--- config.mk ---
export PLATFORM = sky130hd
export DESIGN_NAME = coalescing_interval_table_core
export DESIGN_NICKNAME = d
export VERILOG_FILES = /design/src/cit_pkg.sv /design/src/cit_ram.sv /design/src/cit_ctrl.sv /design/src/cit_dp.sv /design/src/coalescing_interval_table_core.sv
export SDC_FILE = /design/constraint.sdc
export NUM_CORES = 2
export LEC_CHECK = 0
export ABC_AREA = 1
export BUFFER_PORTS_ARGS = -buffer_cell sky130_fd_sc_hd__buf_2
export CAP_MARGIN = 15
export CORE_ASPECT_RATIO = 0.75
export CORE_MARGIN = 1
export CORE_UTILIZATION = 40
export CTS_CLUSTER_SIZE = 12
export DETAILED_ROUTE_END_ITERATION = 16
export PLACE_DENSITY_LB_ADDON = 0.25
export SYNTH_ARGS = -nofsm -noshare
export SYNTH_HDL_FRONTEND = slang
export SYNTH_SLANG_ARGS = --single-unit
--- constraint.sdc ---
create_clock -name clk -period 11.5 [get_ports clk]
set_input_delay 2.3 -clock clk [delete_from_list [all_inputs] [get_ports clk]]
set_output_delay 2.3 -clock clk [all_outputs]
set_load 0.01 [all_outputs]
--- src/cit_pkg.sv ---
`default_nettype none
package cit_pkg;
    localparam int TableDepthDefault = 64;
    localparam int CoordBitsDefault = 32;
    localparam int FieldCoordBits = 32;
    localparam int CountBits = 7;
    localparam int StatusBits = 2;

    typedef enum logic [1:0] {
        ST_OK   = 2'd0,
        ST_FULL = 2'd1,
        ST_BAD  = 2'd2
    } status_t;

    typedef enum logic [0:0] {
        CMD_INSERT = 1'b0,
        CMD_QUERY  = 1'b1
    } cmd_t;

    typedef enum logic [2:0] {
        S_IDLE,
        S_SCAN,
        S_WAIT,
        S_WRITE,
        S_DONE
    } state_t;

    // controller to datapath
    typedef struct packed {
        logic load;
        logic scan_start;
        logic scan_step;
        logic write_back;
        logic out_load;
    } cmd_bus_t;

    // datapath to controller
    typedef struct packed {
        logic is_query;
        logic bad;
        logic scan_last;
        logic changed;
        logic have_free;
    } stat_bus_t;
endpackage
`default_nettype wire

--- src/cit_ram.sv ---
`default_nettype none
module cit_ram #(
    parameter int Width = 8,
    parameter int Depth = 16
) (
    input  wire logic                     clk,
    input  wire logic                     we,
    input  wire logic [$clog2(Depth)-1:0] waddr,
    input  wire logic [Width-1:0]         wdata,
    input  wire logic [$clog2(Depth)-1:0] raddr,
    output logic      [Width-1:0]         rdata
);
    logic [Width-1:0] mem [Depth];

    always_ff @(posedge clk)
    begin
        if (we)
        begin
            mem[waddr] <= wdata;
        end
        rdata <= mem[raddr];
    end
endmodule
`default_nettype wire

--- src/cit_ctrl.sv ---
`default_nettype none
module cit_ctrl (
    input  wire logic              clk,
    input  wire logic              rst_n,
    input  wire logic              in_fire,
    input  wire logic              out_busy,
    input  wire cit_pkg::stat_bus_t st,
    output cit_pkg::cmd_bus_t      cmd,
    output logic                   idle
);
    import cit_pkg::*;

    state_t state_reg, state_next;

    always_ff @(posedge clk or negedge rst_n)
    begin
        if (!rst_n)
        begin
            state_reg <= S_IDLE;
        end
        else
        begin
            state_reg <= state_next;
        end
    end

    always_comb
    begin
        state_next = state_reg;
        cmd = '0;
        idle = (state_reg == S_IDLE);
        case (state_reg)
            S_IDLE:
            begin
                if (in_fire)
                begin
                    cmd.load = 1'b1;
                    state_next = S_WAIT;
                end
            end
            S_WAIT:
            begin
                // decide after the item is latched
                if (st.is_query || st.bad)
                begin
                    state_next = S_DONE;
                end
                else
                begin
                    cmd.scan_start = 1'b1;
                    state_next = S_SCAN;
                end
            end
            S_SCAN:
            begin
                cmd.scan_step = 1'b1;
                if (st.scan_last)
                begin
                    if (st.changed)
                    begin
                        // union grew: another pass may pick up more
                        state_next = S_WAIT;
                    end
                    else
                    begin
                        state_next = S_WRITE;
                    end
                end
            end
            S_WRITE:
            begin
                cmd.write_back = 1'b1;
                state_next = S_DONE;
            end
            S_DONE:
            begin
                if (!out_busy)
                begin
                    cmd.out_load = 1'b1;
                    state_next = S_IDLE;
                end
            end
            default:
            begin
                state_next = S_IDLE;
            end
        endcase
    end
endmodule
`default_nettype wire

--- src/cit_dp.sv ---
`default_nettype none
module cit_dp #(
    parameter int TableDepth = cit_pkg::TableDepthDefault,
    parameter int CoordBits = cit_pkg::CoordBitsDefault
) (
    input  wire logic                               clk,
    input  wire logic                               rst_n,
    input  wire cit_pkg::cmd_bus_t                  cmd,
    input  wire logic                               in_cmd,
    input  wire logic [cit_pkg::FieldCoordBits-1:0] in_start,
    input  wire logic [cit_pkg::FieldCoordBits-1:0] in_end,
    output cit_pkg::stat_bus_t                      st,
    output logic [cit_pkg::CountBits-1:0]           res_count,
    output logic [cit_pkg::StatusBits-1:0]          res_status
);
    import cit_pkg::*;

    localparam int AW = $clog2(TableDepth);
    localparam int CW = $clog2(TableDepth + 1);
    localparam int UB = (CoordBits < FieldCoordBits) ? CoordBits : FieldCoordBits;
    localparam logic [CoordBits-1:0] CMax = '1;

    logic [CoordBits-1:0] s_reg, e_reg;
    logic                 query_reg;
    logic [TableDepth-1:0] valid_reg;
    logic [CW-1:0]        count_reg;
    logic [AW:0]          idx_reg;
    logic                 rd_pend_reg;
    logic [AW-1:0]        rd_idx_reg;
    logic                 changed_reg;
    logic [StatusBits-1:0] status_reg;
    logic [2*CoordBits-1:0] rdata;
    logic [CoordBits-1:0] rs, re;
    logic                 join_hit;
    logic [AW-1:0]        free_idx;
    logic                 have_free;
    logic [StatusBits-1:0] res_status_next;
    logic [CoordBits-1:0] s_in, e_in;

    always_comb
    begin
        s_in = '0;
        e_in = '0;
        s_in[UB-1:0] = in_start[UB-1:0];
        e_in[UB-1:0] = in_end[UB-1:0];
    end

    cit_ram #(.Width(2*CoordBits), .Depth(TableDepth)) u_ram (
        .clk  (clk),
        .we   (cmd.write_back && have_free),
        .waddr(free_idx),
        .wdata({e_reg, s_reg}),
        .raddr(idx_reg[AW-1:0]),
        .rdata(rdata)
    );

    assign rs = rdata[CoordBits-1:0];
    assign re = rdata[2*CoordBits-1:CoordBits];
    assign join_hit = rd_pend_reg && valid_reg[rd_idx_reg] &&
        ((s_reg <= re && rs <= e_reg) ||
         (e_reg != CMax && e_reg + 1'b1 == rs) ||
         (re != CMax && re + 1'b1 == s_reg));

    // lowest free slot
    always_comb
    begin
        free_idx = '0;
        have_free = 1'b0;
        for (int i = TableDepth - 1; i >= 0; i--)
        begin
            if (!valid_reg[i])
            begin
                free_idx = AW'(i);
                have_free = 1'b1;
            end
        end
    end

    assign st.is_query = query_reg;
    assign st.bad = (s_reg > e_reg);
    assign st.scan_last = rd_pend_reg && (rd_idx_reg == AW'(TableDepth - 1));
    assign st.changed = changed_reg || join_hit;
    assign st.have_free = have_free;

    always_comb
    begin
        if (query_reg)
        begin
            res_status_next = ST_OK;
        end
        else if (s_reg > e_reg)
        begin
            res_status_next = ST_BAD;
        end
        else if (!have_free)
        begin
            res_status_next = ST_FULL;
        end
        else
        begin
            res_status_next = ST_OK;
        end
    end

    always_ff @(posedge clk or negedge rst_n)
    begin
        if (!rst_n)
        begin
            valid_reg <= '0;
            count_reg <= '0;
            idx_reg <= '0;
            rd_pend_reg <= 1'b0;
            changed_reg <= 1'b0;
        end
        else
        begin
            if (cmd.scan_start)
            begin
                idx_reg <= '0;
                rd_pend_reg <= 1'b0;
                changed_reg <= 1'b0;
            end
            else if (cmd.scan_step)
            begin
                if (idx_reg < (AW+1)'(TableDepth))
                begin
                    idx_reg <= idx_reg + 1'b1;
                    rd_pend_reg <= 1'b1;
                end
                else
                begin
                    rd_pend_reg <= 1'b0;
                end
                if (join_hit)
                begin
                    valid_reg[rd_idx_reg] <= 1'b0;
                    count_reg <= count_reg - 1'b1;
                    changed_reg <= 1'b1;
                end
            end
            if (cmd.write_back && have_free)
            begin
                valid_reg[free_idx] <= 1'b1;
                count_reg <= count_reg + 1'b1;
            end
        end
    end

    always_ff @(posedge clk)
    begin
        rd_idx_reg <= idx_reg[AW-1:0];
        if (cmd.load)
        begin
            query_reg <= in_cmd;
            s_reg <= s_in;
            e_reg <= e_in;
        end
        else if (cmd.scan_step && join_hit)
        begin
            if (rs < s_reg)
            begin
                s_reg <= rs;
            end
            if (re > e_reg)
            begin
                e_reg <= re;
            end
        end
        // status is kept internally so a result still waiting at the output stays put
        if (cmd.write_back)
        begin
            status_reg <= res_status_next;
        end
        else if (cmd.load)
        begin
            status_reg <= (in_cmd == CMD_QUERY) ? ST_OK : ST_BAD;
        end
        if (cmd.out_load)
        begin
            res_count <= CountBits'(count_reg);
            res_status <= status_reg;
        end
    end

    assert property (@(posedge clk) disable iff (!rst_n)
        count_reg == CW'($countones(valid_reg)))
        else $error("count does not match valid bits");
    assert property (@(posedge clk) disable iff (!rst_n)
        cmd.write_back && have_free |=> count_reg == $past(count_reg) + 1'b1)
        else $error("write back lost");
    assert property (@(posedge clk) disable iff (!rst_n)
        cmd.scan_step |-> s_reg <= e_reg)
        else $error("scan with inverted range");
endmodule
`default_nettype wire

--- src/coalescing_interval_table_core.sv ---
`default_nettype none
// sequence: a query or rejected insert is latched and delivered; an insert runs a scan pass
//   over the range memory (one entry read per cycle), repeated while the
//   union still grows, then writes back and delivers
// items: one at a time; a new item is taken only after the last result is loaded for output
// reset: rst_n async active low clears valid bits, count and control; memory is not cleared
module coalescing_interval_table_core #(
    parameter int TableDepth = cit_pkg::TableDepthDefault,
    parameter int CoordBits = cit_pkg::CoordBitsDefault
) (
    input  wire logic        clk,
    input  wire logic        rst_n,
    input  wire logic        s_tvalid,
    output logic             s_tready,
    input  wire logic [63:0] s_tdata,  // range_start[31:0], range_end[63:32]
    input  wire logic        s_tuser,  // command
    output logic             m_tvalid,
    input  wire logic        m_tready,
    output logic [15:0]      m_tdata   // range_count[6:0], status[8:7], zero pad
);
    import cit_pkg::*;

    cmd_bus_t  cmd;
    stat_bus_t st;
    logic      idle;
    logic      in_fire;
    logic      m_tvalid_reg;
    logic [CountBits-1:0]  res_count;
    logic [StatusBits-1:0] res_status;

    // input transaction only while controller is idle
    assign s_tready = idle;
    assign in_fire = s_tvalid && s_tready;

    cit_ctrl u_ctrl (
        .clk     (clk),
        .rst_n   (rst_n),
        .in_fire (in_fire),
        .out_busy(m_tvalid_reg && !m_tready),
        .st      (st),
        .cmd     (cmd),
        .idle    (idle)
    );

    cit_dp #(.TableDepth(TableDepth), .CoordBits(CoordBits)) u_dp (
        .clk       (clk),
        .rst_n     (rst_n),
        .cmd       (cmd),
        .in_cmd    (s_tuser),
        .in_start  (s_tdata[31:0]),
        .in_end    (s_tdata[63:32]),
        .st        (st),
        .res_count (res_count),
        .res_status(res_status)
    );

    // output register: result waits here while the next item is taken
    always_ff @(posedge clk or negedge rst_n)
    begin
        if (!rst_n)
        begin
            m_tvalid_reg <= 1'b0;
        end
        else if (cmd.out_load)
        begin
            m_tvalid_reg <= 1'b1;
        end
        else if (m_tready)
        begin
            m_tvalid_reg <= 1'b0;
        end
    end

    assign m_tvalid = m_tvalid_reg;
    assign m_tdata = {7'd0, res_status, res_count};

    assert property (@(posedge clk) disable iff (!rst_n)
        cmd.out_load |-> !(m_tvalid_reg && !m_tready))
        else $error("result overwritten");
    assert property (@(posedge clk) disable iff (!rst_n)
        in_fire |=> !s_tready)
        else $error("accepted while busy");
    assert property (@(posedge clk) disable iff (!rst_n)
        m_tvalid && !m_tready |=> m_tvalid && $stable(m_tdata))
        else $error("output dropped");
endmodule
`default_nettype wire

==> impl_metrics.json <==
{
  "die_y_um": 572,
  "hold_violations": 0,
  "syn_inst": 13200,
  "cellPowerDensity_nw_per_um2": 243,
  "largest_register_ffs": 4096,
  "synth-seq-cells": 4326,
  "crit_required_ns": 12.11,
  "tightest_slew_ns": 1.25,
  "setup-tns-final_ns": 0,
  "io_buffers": 79,
  "synth_edf_count": 4172,
  "rr_endpoint": "u_dp.s_reg[15]$_DFFE_PP_",
  "clkLatencyLatePin_ns": 1.00,
  "overflow": 0,
  "startpoint_type": "flip-flop",
  "maxCapViolations": 0,
  "cts_setup_buffers": 0,
  "layout_commonest_cell": "edfxtp_1",
  "critPathKind": "flip-flop to flip-flop",
  "drive_above_1_share_pct": 7.32,
  "wire_per_inst_um": 32.0,
  "fin_crit_sh_pct": 73.1,
  "dr.first_iter.drc_count": 21000,
  "holdBufCountCts": 0,
  "num_rows": 208,
  "vias": 118000,
  "grt_start_max_net_pins": 204,
  "place_ws_ns": 3.42,
  "die_w_um": 762,
  "setup_violations": 0,
  "async_flop_share_pct": 1.94,
  "skew_ns": 0.0765,
  "timing.fmax_ghz": 0.119,
  "rrSetupSlack_ns": 3.10,
  "grt_pass1_vias": 105000,
  "hpwl_um": 305000,
  "die-area_um2": 436000,
  "totalWireLength_um": 609000,
  "slew_headroom_pct": 15.7,
  "leakagePower_nw": 61.0,
  "yosysWarningCount": 0,
  "outcome": "completed",
  "min_path_type": "flip-flop to flip-flop",
  "drtAntennaViolNets": 0,
  "core-area_um2": 429000,
  "ys_seq_area_share_pct": 74.4,
  "grt_pass1_wl_um": 839000,
  "critPathArrivalTime_ns": 9.01,
  "vdd_ir_drop_max_mv": 0.227,
  "hold_path_end": "u_dp.res_status[1]$_DFFE_PP_",
  "reg2reg_depth": 23,
  "cts_sinks": 4326,
  "drc": 0,
  "nets": 13300,
  "rr_startpoint": "u_dp.e_reg[1]$_DFFE_PP_",
  "endpoint_kind": "flip-flop",
  "fin_ws_ns": 3.10,
  "syn_to_final_growth_pct": 11.3,
  "hold_start": "u_dp.status_reg[1]$_DFFE_PP_",
  "grt_usage_pct": 27.0,
  "place.gp.congestion": 0.933,
  "rsz0062_at_grt": "false",
  "cts-root-buf": "clkbuf_16",
  "synth_area_um2": 173000,
  "synth_cell_types": 66,
  "crit_fanout": 66,
  "start_util_pct": 40.3,
  "via_per_inst": 6.20,
  "synth-main-ff-cell": "edfxtp_1",
  "antenna_found_initial": 57,
  "cts_made_buffers": 426,
  "slew_violations": 0,
  "ios": 87,
  "cts.clk_slew.worst_paths_ns": 0.06,
  "period_needed_ns": 8.40,
  "cts-htree-levels": 5,
  "clk_path_buf_depth": 4,
  "ctsResizeCount": 0,
  "avgSynthCellArea_um2": 13.1,
  "hold-path-cell-count": 0,
  "drt-pass1-iter-count": 8,
  "cts_tree": "built",
  "most-common-layout-cells": "edfxtp_1, nor2_1, o21ai_0, nand2_1, o22ai_1"
}
per-layer routing:
layer	up-vias	GRT usage [%]	wire (um)
li1	49500	-	-
met1	59600	41.1	256000
met2	7748	38.0	253000
met3	1058	6.14	78800
met4	34	8.69	21500
met5	-	0	201
power breakdown:
group,total (mW),internal (mW),switching (mW)
Sequential,19.3,18.9,0.409
Clock,13.1,7.09,5.96
Combinational,14.5,3.64,10.8
area by class of cell:
type,instances,area [um^2]
clock buffer,577,11400
fill,38500,237000
antenna,19,47.5
inverter,245,1120
timing repair buffer,378,3080
multi-input combinational,7731,40300
sequential,4326,129000
tap,5670,7090
clock inverter,77,872
synthesized netlist by cell type, types with 14 or more instances:
cell type  count  share of area, %
edfxtp_1    4172                72
nor2_1      2186               4.7
o21ai_0     2123               6.1
nand2_1      929               2.0
clkbuf_1     859               1.9
o22ai_1      626               2.3
o221ai_1     409               2.1
nand3_1      399               1.2
inv_1        238              0.52
a21oi_1      203              0.59
ha_1         167               1.2
o211ai_1     116              0.50
a31oi_1      113              0.41
nand4_1      111              0.40
dfrtp_1       84               1.2
xor2_1        73              0.37
dfxtp_1       70              0.81
nor3_1        52              0.15
a221o_1       46              0.27
buf_1         32             0.069
xnor2_1       32              0.16
nor4_1        19             0.069
nand3_2       14             0.081
worst max-delay path: stages, from the launching register on:
cell and delay (ns):
edfxtp_1 0.32, buf_4 0.53, ha_1 0.31, nand3_1 0.13
nor3_1 0.28, nand3_1 0.22, inv_1 0.22, nand4_1 0.20
nor3_1 0.60, nand2_1 0.28, o21ai_0 0.28, nand3_1 0.10
nor3_1 0.41, nand4_1 0.31, a2111oi_0 0.67, nand2_1 0.11
nor3_1 0.17, o311ai_1 0.13, a311o_1 0.38, nor2_4 0.10
buf_4 0.58, inv_1 0.36, o31ai_4 0.82, buf_4 0.51
stage by stage:
stage / hold slack [ns] / instances / area [um^2] / util, % / total power [mW]
final: 0.445 / 19000 / 193000 / 44.9 / 46.8
after global routing: 0.460 / 19000 / 193000 / 44.9 / 48.5
after CTS: 0.449 / 19000 / 193000 / 44.9 / 46.5
after detailed placement: 0.437 / 18300 / 180000 / 42.0 / 33.7
after global placement: 0.414 / 18300 / 180000 / 42.0 / 33.7
after floorplan: 0.345 / 13200 / 173000 / - / 28.3
how the worst max path moves through the flow:
| stage | from | to | cells past startpoint | slack, ns |
|---|---|---|---|---|
| 6_report | u_dp.e_reg[1]$_DFFE_PP_ | u_dp.s_reg[15]$_DFFE_PP_ | 23 | 3.10 |
| 2_1_floorplan | u_dp.e_reg[1]$_DFFE_PP_ | u_dp.s_reg[0]$_DFFE_PP_ | 19 | 4.30 |
| 5_1_grt | u_dp.e_reg[1]$_DFFE_PP_ | u_dp.s_reg[15]$_DFFE_PP_ | 23 | 2.79 |
| 3_3_place_gp | u_dp.e_reg[1]$_DFFE_PP_ | u_dp.s_reg[13]$_DFFE_PP_ | 23 | 3.45 |
| 4_1_cts | u_dp.e_reg[1]$_DFFE_PP_ | u_dp.s_reg[15]$_DFFE_PP_ | 23 | 3.42 |
| 3_5_place_dp | u_dp.e_reg[1]$_DFFE_PP_ | u_dp.s_reg[15]$_DFFE_PP_ | 23 | 3.42 |
cell families after synthesis:
logic type / Yosys count / synth area share (%)
XOR/XNOR: 105 / 0.531
flip-flops: 4326 / 74.4
AO/OA/AOI/OAI: 3726 / 12.7
multiplexers: 1 / 0.00650
AND/OR/NAND/NOR: 3724 / 8.67
buffers and inverters: 1156 / 2.55
adder cells (fa/ha/maj): 168 / 1.22
other: 1 / 0.00217
Power figures use the tool's default switching activity.
